===== src/rtl/srd_pkg.sv =====
// Shared types and constants of the sprite row run-length decoder.
// No dependencies; every other file in rtl imports this package.
package srd_pkg;

    localparam int MAX_DIM   = 4096;
    localparam int ROW_IDX_W = $clog2(MAX_DIM);

    localparam int MODE_W    = 2;
    localparam int DIM_W     = 12;
    localparam int BYTE_W    = 8;
    localparam int LEN_W     = 9;
    localparam int PIX_W     = 13;
    localparam int CFG_IDX_W = 2;

    localparam logic [MODE_W-1:0] MODE_UNCOMP = 2'd0;
    localparam logic [MODE_W-1:0] MODE_PAIR   = 2'd1;
    localparam logic [MODE_W-1:0] MODE_PACKED = 2'd2;

    localparam logic [CFG_IDX_W-1:0] REG_CODING_MODE = 2'd0;
    localparam logic [CFG_IDX_W-1:0] REG_ROW_WIDTH   = 2'd1;
    localparam logic [CFG_IDX_W-1:0] REG_ROW_COUNT   = 2'd2;

    localparam logic [MODE_W-1:0] RESET_MODE  = MODE_PAIR;
    localparam logic [DIM_W-1:0]  RESET_WIDTH = 12'd32;
    localparam logic [DIM_W-1:0]  RESET_COUNT = 12'd32;

    localparam logic [BYTE_W-1:0] RAW_TYPE        = 8'hFF;
    localparam logic [2:0]        PACKED_RAW_CODE = 3'd7;

    typedef struct packed {
        logic [MODE_W-1:0] coding_mode;
        logic [DIM_W-1:0]  row_width;
        logic [DIM_W-1:0]  row_count;
    } cfg_t;

    typedef struct packed {
        logic [BYTE_W-1:0] pixel_value;
        logic [LEN_W-1:0]  run_length;
        logic              end_of_row;
        logic              end_of_frame;
    } result_t;

endpackage


===== src/rtl/sprite_rle_row_decoder.sv =====
// Sprite row run-length decoder: one segment byte per cycle in, runs of 1 to 256 pixels out.
// A byte that produces a run reaches the m_ ports via the input register, then the result register.
// Throughput: one byte per cycle while the result side takes runs; a held result stalls the input.
// Pair-mode headers, raw-type length bytes and packed raw headers produce no run.
// Reset (synchronous, aresetn low) clears parse phase, counters and both valid flags and
// loads coding_mode 1, row_width 32, row_count 32. Depends on srd_pkg, srd_cfg, srd_parser.
module sprite_rle_row_decoder (
    input  logic                          aclk,
    input  logic                          aresetn,
    input  logic                          s_valid,
    output logic                          s_ready,
    input  logic [srd_pkg::BYTE_W-1:0]    s_data_byte,
    output logic                          m_valid,
    input  logic                          m_ready,
    output logic [srd_pkg::BYTE_W-1:0]    m_pixel_value,
    output logic [srd_pkg::LEN_W-1:0]     m_run_length,
    output logic                          m_end_of_row,
    output logic                          m_end_of_frame,
    input  logic                          cfg_valid,
    output logic                          cfg_ready,
    input  logic [srd_pkg::CFG_IDX_W-1:0] cfg_index,
    input  logic [srd_pkg::DIM_W-1:0]     cfg_data
);
    import srd_pkg::*;

    logic              in_valid_reg;
    logic [BYTE_W-1:0] in_byte_reg;
    logic              advance;
    logic              step;
    logic              out_take;
    cfg_t              cfg;
    result_t           result;

    assign advance  = !m_valid || m_ready;
    assign step     = in_valid_reg && advance;
    assign s_ready  = !in_valid_reg || advance;
    assign out_take = m_valid && m_ready;

    always_ff @(posedge aclk) begin
        if (!aresetn) begin
            in_valid_reg <= 1'b0;
        end else if (s_ready) begin
            in_valid_reg <= s_valid;
        end
    end

    always_ff @(posedge aclk) begin
        if (s_ready && s_valid) begin
            in_byte_reg <= s_data_byte;
        end
    end

    srd_cfg u_cfg (
        .aclk      (aclk),
        .aresetn   (aresetn),
        .cfg_valid (cfg_valid),
        .cfg_ready (cfg_ready),
        .cfg_index (cfg_index),
        .cfg_data  (cfg_data),
        .cfg       (cfg)
    );

    srd_parser u_parser (
        .aclk      (aclk),
        .aresetn   (aresetn),
        .step      (step),
        .data_byte (in_byte_reg),
        .cfg       (cfg),
        .out_take  (out_take),
        .out_valid (m_valid),
        .result    (result)
    );

    assign m_pixel_value  = result.pixel_value;
    assign m_run_length   = result.run_length;
    assign m_end_of_row   = result.end_of_row;
    assign m_end_of_frame = result.end_of_frame;

endmodule


===== src/rtl/srd_cfg.sv =====
// Configuration registers of the sprite row run-length decoder.
// Depends on srd_pkg for the register indexes and the cfg_t struct.
module srd_cfg (
    input  logic                          aclk,
    input  logic                          aresetn,
    input  logic                          cfg_valid,
    output logic                          cfg_ready,
    input  logic [srd_pkg::CFG_IDX_W-1:0] cfg_index,
    input  logic [srd_pkg::DIM_W-1:0]     cfg_data,
    output srd_pkg::cfg_t                 cfg
);
    import srd_pkg::*;

    cfg_t cfg_reg;
    cfg_t cfg_next;

    assign cfg_ready = 1'b1;
    assign cfg       = cfg_reg;

    always_comb begin
        cfg_next = cfg_reg;
        if (cfg_valid) begin
            unique case (cfg_index)
                REG_CODING_MODE: cfg_next.coding_mode = cfg_data[MODE_W-1:0];
                REG_ROW_WIDTH:   cfg_next.row_width   = cfg_data;
                REG_ROW_COUNT:   cfg_next.row_count   = cfg_data;
                default:         cfg_next = cfg_reg;
            endcase
        end
    end

    always_ff @(posedge aclk) begin
        if (!aresetn) begin
            cfg_reg.coding_mode <= RESET_MODE;
            cfg_reg.row_width   <= RESET_WIDTH;
            cfg_reg.row_count   <= RESET_COUNT;
        end else begin
            cfg_reg <= cfg_next;
        end
    end

endmodule


===== src/rtl/srd_parser.sv =====
// Segment parser and row accounting, with the result register.
// Depends on srd_pkg for the configuration and result structs.
module srd_parser (
    input  logic                       aclk,
    input  logic                       aresetn,
    input  logic                       step,
    input  logic [srd_pkg::BYTE_W-1:0] data_byte,
    input  srd_pkg::cfg_t              cfg,
    input  logic                       out_take,
    output logic                       out_valid,
    output srd_pkg::result_t           result
);
    import srd_pkg::*;

    typedef enum logic [1:0] {
        PH_HEADER,
        PH_LENGTH,
        PH_RAW
    } phase_t;

    phase_t                 phase_reg, phase_next;
    logic [BYTE_W-1:0]      held_reg, held_next;
    logic [LEN_W-1:0]       raw_reg, raw_next;
    logic [PIX_W-1:0]       pix_reg, pix_next;
    logic [ROW_IDX_W-1:0]   row_reg, row_next;
    logic                   out_valid_reg;
    result_t                result_reg;

    logic                   emit;
    logic                   seg_done;
    logic [BYTE_W-1:0]      run_value;
    logic [LEN_W-1:0]       run_len;
    logic [LEN_W-1:0]       raw_dec;
    logic [PIX_W-1:0]       pix_sum;
    logic [ROW_IDX_W-1:0]   row_inc;
    logic                   eor;
    logic                   eof;

    assign out_valid = out_valid_reg;
    assign result    = result_reg;

    always_comb begin
        phase_next = phase_reg;
        held_next  = held_reg;
        raw_next   = raw_reg;
        pix_next   = pix_reg;
        row_next   = row_reg;
        emit       = 1'b0;
        seg_done   = 1'b0;
        run_value  = data_byte;
        run_len    = LEN_W'(1);
        raw_dec    = (raw_reg != '0) ? raw_reg - LEN_W'(1) : raw_reg;
        eor        = 1'b0;
        eof        = 1'b0;

        unique case (phase_reg)
            PH_RAW: begin
                raw_next = raw_dec;
                seg_done = (raw_dec == '0);
                emit     = 1'b1;
                if (raw_dec == '0) begin
                    phase_next = PH_HEADER;
                end
            end
            PH_LENGTH: begin
                if (held_reg == RAW_TYPE) begin
                    raw_next   = LEN_W'(data_byte) + LEN_W'(1);
                    phase_next = PH_RAW;
                end else begin
                    emit       = 1'b1;
                    seg_done   = 1'b1;
                    run_value  = held_reg;
                    run_len    = LEN_W'(data_byte) + LEN_W'(1);
                    phase_next = PH_HEADER;
                end
            end
            PH_HEADER: begin
                unique case (cfg.coding_mode)
                    MODE_UNCOMP: begin
                        emit     = 1'b1;
                        seg_done = 1'b1;
                    end
                    MODE_PAIR: begin
                        held_next  = data_byte;
                        phase_next = PH_LENGTH;
                    end
                    MODE_PACKED: begin
                        run_len = LEN_W'(data_byte[4:0]) + LEN_W'(1);
                        if (data_byte[7:5] == PACKED_RAW_CODE) begin
                            raw_next   = run_len;
                            phase_next = PH_RAW;
                        end else begin
                            emit      = 1'b1;
                            seg_done  = 1'b1;
                            run_value = BYTE_W'(data_byte[7:5]);
                        end
                    end
                    default: begin
                        phase_next = PH_HEADER;
                    end
                endcase
            end
            default: begin
                phase_next = PH_HEADER;
            end
        endcase

        pix_sum = pix_reg + PIX_W'(run_len);
        row_inc = row_reg + ROW_IDX_W'(1);
        if (emit) begin
            pix_next = pix_sum;
            if (seg_done && (pix_sum >= PIX_W'(cfg.row_width))) begin
                eor      = 1'b1;
                pix_next = '0;
                row_next = row_inc;
                if (32'(row_inc) >= 32'(cfg.row_count)) begin
                    eof      = 1'b1;
                    row_next = '0;
                end
            end
        end
    end

    always_ff @(posedge aclk) begin
        if (!aresetn) begin
            phase_reg     <= PH_HEADER;
            held_reg      <= '0;
            raw_reg       <= '0;
            pix_reg       <= '0;
            row_reg       <= '0;
            out_valid_reg <= 1'b0;
        end else begin
            if (step) begin
                phase_reg <= phase_next;
                held_reg  <= held_next;
                raw_reg   <= raw_next;
                pix_reg   <= pix_next;
                row_reg   <= row_next;
            end
            if (step && emit) begin
                out_valid_reg <= 1'b1;
            end else if (out_take) begin
                out_valid_reg <= 1'b0;
            end
        end
    end

    always_ff @(posedge aclk) begin
        if (step && emit) begin
            result_reg.pixel_value  <= run_value;
            result_reg.run_length   <= run_len;
            result_reg.end_of_row   <= eor;
            result_reg.end_of_frame <= eof;
        end
    end

    a_eof_has_eor: assert property (@(posedge aclk) disable iff (!aresetn)
        out_valid_reg |-> (!result_reg.end_of_frame || result_reg.end_of_row))
        else $error("End of frame reported without end of row.");

    a_raw_pending: assert property (@(posedge aclk) disable iff (!aresetn)
        (phase_reg == PH_RAW) |-> (raw_reg != '0))
        else $error("Raw phase entered with no raw bytes pending.");

    a_raw_emits: assert property (@(posedge aclk) disable iff (!aresetn)
        (step && phase_reg == PH_RAW) |=> (out_valid_reg && result_reg.run_length == LEN_W'(1)))
        else $error("Raw byte did not produce a single-pixel run.");

    a_no_overwrite: assert property (@(posedge aclk) disable iff (!aresetn)
        (out_valid_reg && !out_take) |-> !step)
        else $error("Parser advanced while the result register was stalled.");

endmodule

===== config.mk =====
export PLATFORM = sky130hd
export DESIGN_NAME = sprite_rle_row_decoder
export DESIGN_NICKNAME = d
export VERILOG_FILES = /design/src/rtl/srd_pkg.sv /design/src/rtl/sprite_rle_row_decoder.sv /design/src/rtl/srd_cfg.sv /design/src/rtl/srd_parser.sv
export SDC_FILE = /design/constraint.sdc
export NUM_CORES = 1
export LEC_CHECK = 0
export BUFFER_PORTS_ARGS = -buffer_cell sky130_fd_sc_hd__clkbuf_2
export CORE_ASPECT_RATIO = 1.2
export CORE_MARGIN = 2
export CORE_UTILIZATION = 60
export CTS_CLUSTER_SIZE = 16
export DETAILED_ROUTE_END_ITERATION = 12
export GPL_ROUTABILITY_DRIVEN = 0
export HOLD_SLACK_MARGIN = 0.15
export PLACE_DENSITY = 0.88
export SYNTH_ARGS = -nofsm -noshare
export SYNTH_HDL_FRONTEND = slang
export SYNTH_SLANG_ARGS = --single-unit
export TNS_END_PERCENT = 50

===== constraint.sdc =====
create_clock -name aclk -period 5 [get_ports aclk]
set_input_delay 0.25 -clock aclk [delete_from_list [all_inputs] [get_ports aclk]]
set_output_delay 0.25 -clock aclk [all_outputs]
set_load 0.01 [all_outputs]

* Word-level counts from Yosys, hierarchy flattened *
Index checks and enable logic that the tools add are counted.

word-level totals
  register bits after elaboration = 99
  input bits = 27
  output and inout bits = 22
  logic and storage cells = 89

cells by class
  add/subtract/negate cells = 5
  magnitude comparators = 2
  equality and inequality tests = 14
  multiplexer cells = 28
  reductions and logical operators = 25

operators with widths
  cell                                                                      number
  9-bit two-way mux                                                         6
  9-bit case mux with 3 select lines                                        1
  8-bit two-way mux                                                         3
  9-bit case mux with 2 select lines                                        1
  8-bit case mux with 2 select lines                                        1
  13-bit by 9-bit adder with 13-bit output                                  1
  13-bit by 12-bit greater-or-equal comparator with 1-bit output            1
  13-bit two-way mux                                                        1
  12-bit by 1-bit adder with 12-bit output (second input constant)          1
  12-bit greater-or-equal comparator                                        1
  12-bit two-way mux                                                        1
  2-bit case mux with 3 select lines                                        2
  2-bit AND reduction                                                       5
  8-bit by 1-bit adder with 9-bit output (second input constant)            1
  9-bit logical NOT                                                         1
  9-bit nonzero test                                                        1
  9-bit by 1-bit subtractor with 9-bit output (second input constant)       1
  8-bit == test (second input constant)                                     1
  2-bit by 1-bit inequality test with 1-bit output (second input constant)  4
  5-bit by 1-bit adder with 6-bit output (second input constant)            1
  2-bit by 1-bit == test with 1-bit output (second input constant)          3
  2-bit == test (second input constant)                                     3
  2-bit logical NOT                                                         3
  1-bit two-way mux                                                         6
  14 further kinds                                                          24

* Longest topological paths before layout *
  depth after elaboration = 7
  gate-level depth with buffers = 21
  gate-level depth less buffers = 20

* Cells and area by module *
Synthesis repeated with hierarchy kept, for this count alone.

unflattened totals
  cells, all modules = 639
  area, all modules = 5774.3 sq um

by module, submodules not included
  module                  instances  cells an instance  area each (sq um)  sequential area each (sq um)
  srd_parser              1          520                4411.7             1471.4
  srd_cfg                 1          103                1039.7             520.5
  sprite_rle_row_decoder  1          16                 322.8              260.2

* Least setup slack after synthesis *
Ideal clock, no wire load.

  kind = register to register
  start point = register u_cfg.cfg_reg, in the netlist u_cfg.cfg[24]
  end point = register u_parser.row_reg[2]
  library setup time = 0.131 ns
  arrival = 4.135 ns
  setup slack = 0.734 ns
  stages on the path, launching flop included = 21
  period minus slack after synthesis = 4.266 ns
  path through = dfxtp_1 > nand2b_1 > or3_1 > and2_1 > clkbuf_1 > nand2b_1 > fa_1 > nand2b_1 > a21oi_1 > o31a_1 > nor2_1 > xnor2_1 > ha_1 > and4_1 > nand3_1 > o21ai_0 > o221ai_1 > and4_1 > clkbuf_1 > o311ai_1 > o31ai_1

on the way
  word-level cells in the longest chain between the ends = 7
  elaborated cells between the ends (all ways) = 11
  classes of those cells = add/sub (1); order compare (1); eq/ne (1); mux (5); reduce/logical (3)

RTL lines
  what                                                            line               source
  start, declared                                                 srd_cfg.sv:14      cfg_t cfg_reg;
  start signal, assigned                                          srd_cfg.sv:38      cfg_reg <= cfg_next;
  2-bit == test                                                   srd_parser.sv:78   unique case (cfg.coding_mode)
  9-bit two-way mux                                               srd_parser.sv:78
  9-bit case mux with 2 select lines                              srd_parser.sv:56   unique case (phase_reg)
  13-bit by 9-bit adder with 13-bit output                        srd_parser.sv:108  pix_sum = pix_reg + PIX_W'(run_len);
  13-bit by 12-bit greater-or-equal comparator with 1-bit output  srd_parser.sv:112  if (seg_done && (pix_sum >= PIX_W'(cfg.row_width))) begin
  1-bit logical AND                                               srd_parser.sv:112
  3-bit AND reduction (no source line) (*)                        --
  end signal, assigned                                            srd_parser.sv:138  row_reg <= row_next;
  end, declared                                                   srd_parser.sv:25   logic [ROW_IDX_W-1:0] row_reg, row_next;

Every way passes the cells marked *; elsewhere a longest branch is shown, timed or not.
A chain may end at the register's enable or synchronous reset.

* Final worst setup path *
  start point = register u_cfg.cfg_reg, in the netlist u_cfg.cfg[24]
  end point = register u_parser.row_reg[11]

on the way
  word-level cells in the longest chain between the ends = 7
  elaborated cells between the ends (all ways) = 11
  classes of those cells = add/sub (1); order compare (1); eq/ne (1); mux (5); reduce/logical (3)

RTL lines
  what                                                            line               source
  2-bit == test                                                   srd_parser.sv:78
  9-bit two-way mux                                               srd_parser.sv:78
  9-bit case mux with 2 select lines                              srd_parser.sv:56
  via u_parser.run_len[3]                                         srd_parser.sv:32   logic [LEN_W-1:0] run_len;
  13-bit by 9-bit adder with 13-bit output                        srd_parser.sv:108
  13-bit by 12-bit greater-or-equal comparator with 1-bit output  srd_parser.sv:112
  1-bit logical AND                                               srd_parser.sv:112
  3-bit AND reduction (no source line)                            --

The timed path passes the listed nets, and every way through them passes these cells.

==> impl_metrics.json <==
{
  "status": "finished, final reports clean",
  "worstMarginPinSlew_ps": 1139,
  "synthTopCellsByArea": "dfxtp_1 (25%), edfxtp_1 (14%), ha_1 (7.9%), nand2_1 (5.9%), a21oi_1 (5.3%)",
  "period_share": 0.9730,
  "yosysWarnings": 0,
  "clk_pin_slew_ps": 100,
  "pre_cts_ws_ps": 171.7,
  "io_buffers": 47,
  "max_freq_mhz": 205.5,
  "num_vias": 5288,
  "globalRouteOverflowTotal": 0,
  "dieArea_mm2": 0.01030,
  "critical_path_required_ps": 5290,
  "area_growth_pct": 12.62,
  "start_util": 0.6243,
  "totalWireLength_um": 14700,
  "yosys.area_share.simple": 0.2002,
  "drc": 0,
  "synth_top_family_by_area": "compound AO/OA/AOI/OAI gates",
  "synth_edf_count": 27,
  "synth.area.mux_share": 0.02108,
  "grt_pass1_wl_um": 24050,
  "core_area_mm2": 0.009129,
  "routed_via_density": 6.280,
  "critical_path_class": "flip-flop to flip-flop",
  "avgSynthCellArea_um2": 8.532,
  "synth-compound-area-share": 0.2035,
  "num_io_pins": 49,
  "antenna_found_initial": 0,
  "syn_inst": 668,
  "drv_cap": 0,
  "rsz0062_at_grt": "no",
  "grt_pass1_vias": 5162,
  "synth-main-ff-cell": "dfxtp_1",
  "insertion_delay_ps": 390,
  "max-vdd-ir-drop_mv": 0.2049,
  "layout-drive-gt1-share": 0.1247,
  "dp.final_hpwl_um": 10240,
  "routedWlPerCell_um": 17.46,
  "cts_tree": "yes",
  "r2r_slack_ps": 130,
  "pwr_density_cell_mw_per_mm2": 247.5,
  "cts_max_path_buffers": 2,
  "die_y_um": 110.8,
  "skew_ps": 13.57,
  "drtIter0Drc": 317,
  "ys_ff_latch": 99,
  "yosysUniqueCellTypes": 67,
  "finalWorstSetupSlack_ps": 134.8,
  "diodes": 0,
  "dr.pass1.iters": 5,
  "track_usage": 0.2902,
  "grt_max_degree": 65,
  "setup-tns-final_ps": 0,
  "largest_reg_flops": 26,
  "clock-root-buffer": "clkbuf_8",
  "cp-start-kind": "flip-flop",
  "syn-num-nets": 732,
  "crit_path_max_fanout": 9,
  "synth-seq-area-share": 0.3952,
  "ant_nets": 0,
  "post_cts_buffers": 0,
  "synth-adder-area-share": 0.08255,
  "fp.dieW_um": 92.97,
  "cp.arrival_ps": 5150,
  "htreeDepth": 3,
  "finalSetupViolCount": 0,
  "cp-end-kind": "flip-flop",
  "timing.final.crit_period_ps": 4865,
  "leakagePower_nw": 2.553,
  "hold_viol": 0,
  "cts_buffers": 9,
  "slew_violations": 0,
  "synth_xor_area_frac": 0.04435,
  "placementRows": 38,
  "async_reset_ff_frac": 0,
  "nNetsFinal": 781,
  "synth_top_area_frac": 0.2529,
  "yosysTopAreaCell": "dfxtp_1",
  "relSlewSlack": 0.2410,
  "hold_class": "input port to flip-flop",
  "syn_area_mm2": 0.005699,
  "clock-sinks": 99
}
## timing repair
action | in CTS | in global routing
endpoints found under the setup margin | 0 | 26
resized for setup | 0 | 10
endpoints found under the hold margin | 33 | 0
hold buffers | 21 | 0
## Yosys cell counts (all sizes together) (6+ instances only)
cell / number
a21o: 9
o31ai: 12
o211ai: 18
nand2: 91
o21ai: 28
nand2b: 8
inv: 39
o311ai: 6
clkbuf: 30
nor2: 58
mux2i: 12
xor2: 11
nand3: 18
ha: 36
and3: 10
edfxtp: 27
a21oi: 61
a31oi: 6
dfxtp: 72
nor3: 14
xnor2: 17
nand4: 9
## critical path: stages, from the launching register on
cell and delay (ps):
dfxtp_1 350, nand2b_1 240, or3_1 420, and2_2 280
nor2_2 220, ha_1 320, o211ai_1 270, a21oi_2 80
o31a_1 310, o31ai_2 320, xnor2_1 220, ha_1 310
a211oi_1 240, o21ai_0 160, o221ai_2 220, and4_1 230
buf_4 190, nor3_2 80, a41o_1 290
## final timing paths
kind,startpoint,endpoint,cells after the start
worst max-delay path,u_cfg.cfg[24],u_parser.row_reg[11],18
worst min-delay path,m_ready,u_parser.out_valid,4
worst max register to register,u_cfg.cfg[24],u_parser.row_reg[11],18
worst min register to register,u_cfg.cfg[6],u_cfg.cfg[6],2
## final cells by class
type	instances	area [um^2]
Multi-Input combinational cell	495	3184
Fill cell	686	2710
Sequential cell	99	2253
Timing Repair Buffer	73	483.0
Tap cell	120	150.1
Inverter	39	146.4
Clock buffer	10	127.6
Clock inverter	6	73.82
## layout by cell type, fill, tap and decap left out, drive strengths merged, types with 6 or more instances in the layout
master / n
nand2: 91
dfxtp: 72
a21oi: 61
nor2: 58
clkbuf: 57
inv: 41
ha: 36
o21ai: 28
edfxtp: 27
dlygate4sd3: 21
nand3: 18
o211ai: 18
xnor2: 17
nor3: 14
mux2i: 12
o31ai: 12
xor2: 11
and3: 10
nand4: 9
a21o: 9
nand2b: 8
a31oi: 6
o311ai: 6
## stage by stage
step / util / cell area [um^2] / hold WS [ps] / std cells / total power [mW]
global placement: 0.6539 / 5969 / 426.7 / 805 / 1.038
global route: 0.7031 / 6419 / 257.3 / 842 / 1.637
CTS: 0.6990 / 6381 / 192.1 / 842 / 1.577
detailed placement: 0.6539 / 5969 / 429.1 / 805 / 1.045
finish: 0.7031 / 6419 / 207.6 / 842 / 1.589
floorplan: - / 5699 / 348.9 / 668 / 0.9888
## metal layers
| layer | global-route usage | part of all wire | vias up |
|---|---|---|---|
| met5 | 0 | 0 | - |
| met4 | 0.1137 | 0.033 | 0 |
| met3 | 0.05914 | 0.072 | 53 |
| met2 | 0.5174 | 0.52 | 271 |
| met1 | 0.3361 | 0.38 | 2463 |
| li1 | - | - | 2501 |
## logic make-up (layout without fill, tap and decap cells)
kind of cell,Yosys count,count (layout)
mux,12,12
buf+inv,74,128
simple gates,243,243
fa+ha+maj,37,37
flops,99,99
other cells,1,1
xor+xnor,28,28
compound gates,174,174
## where the power goes
part | leakage, nW | switching [mW] | internal, mW
Sequential | 0.833 | 0.0184 | 0.844
Combinational | 1.62 | 0.115 | 0.0713
Clock | 0.101 | 0.302 | 0.238
Power figures use the tool's default switching activity.
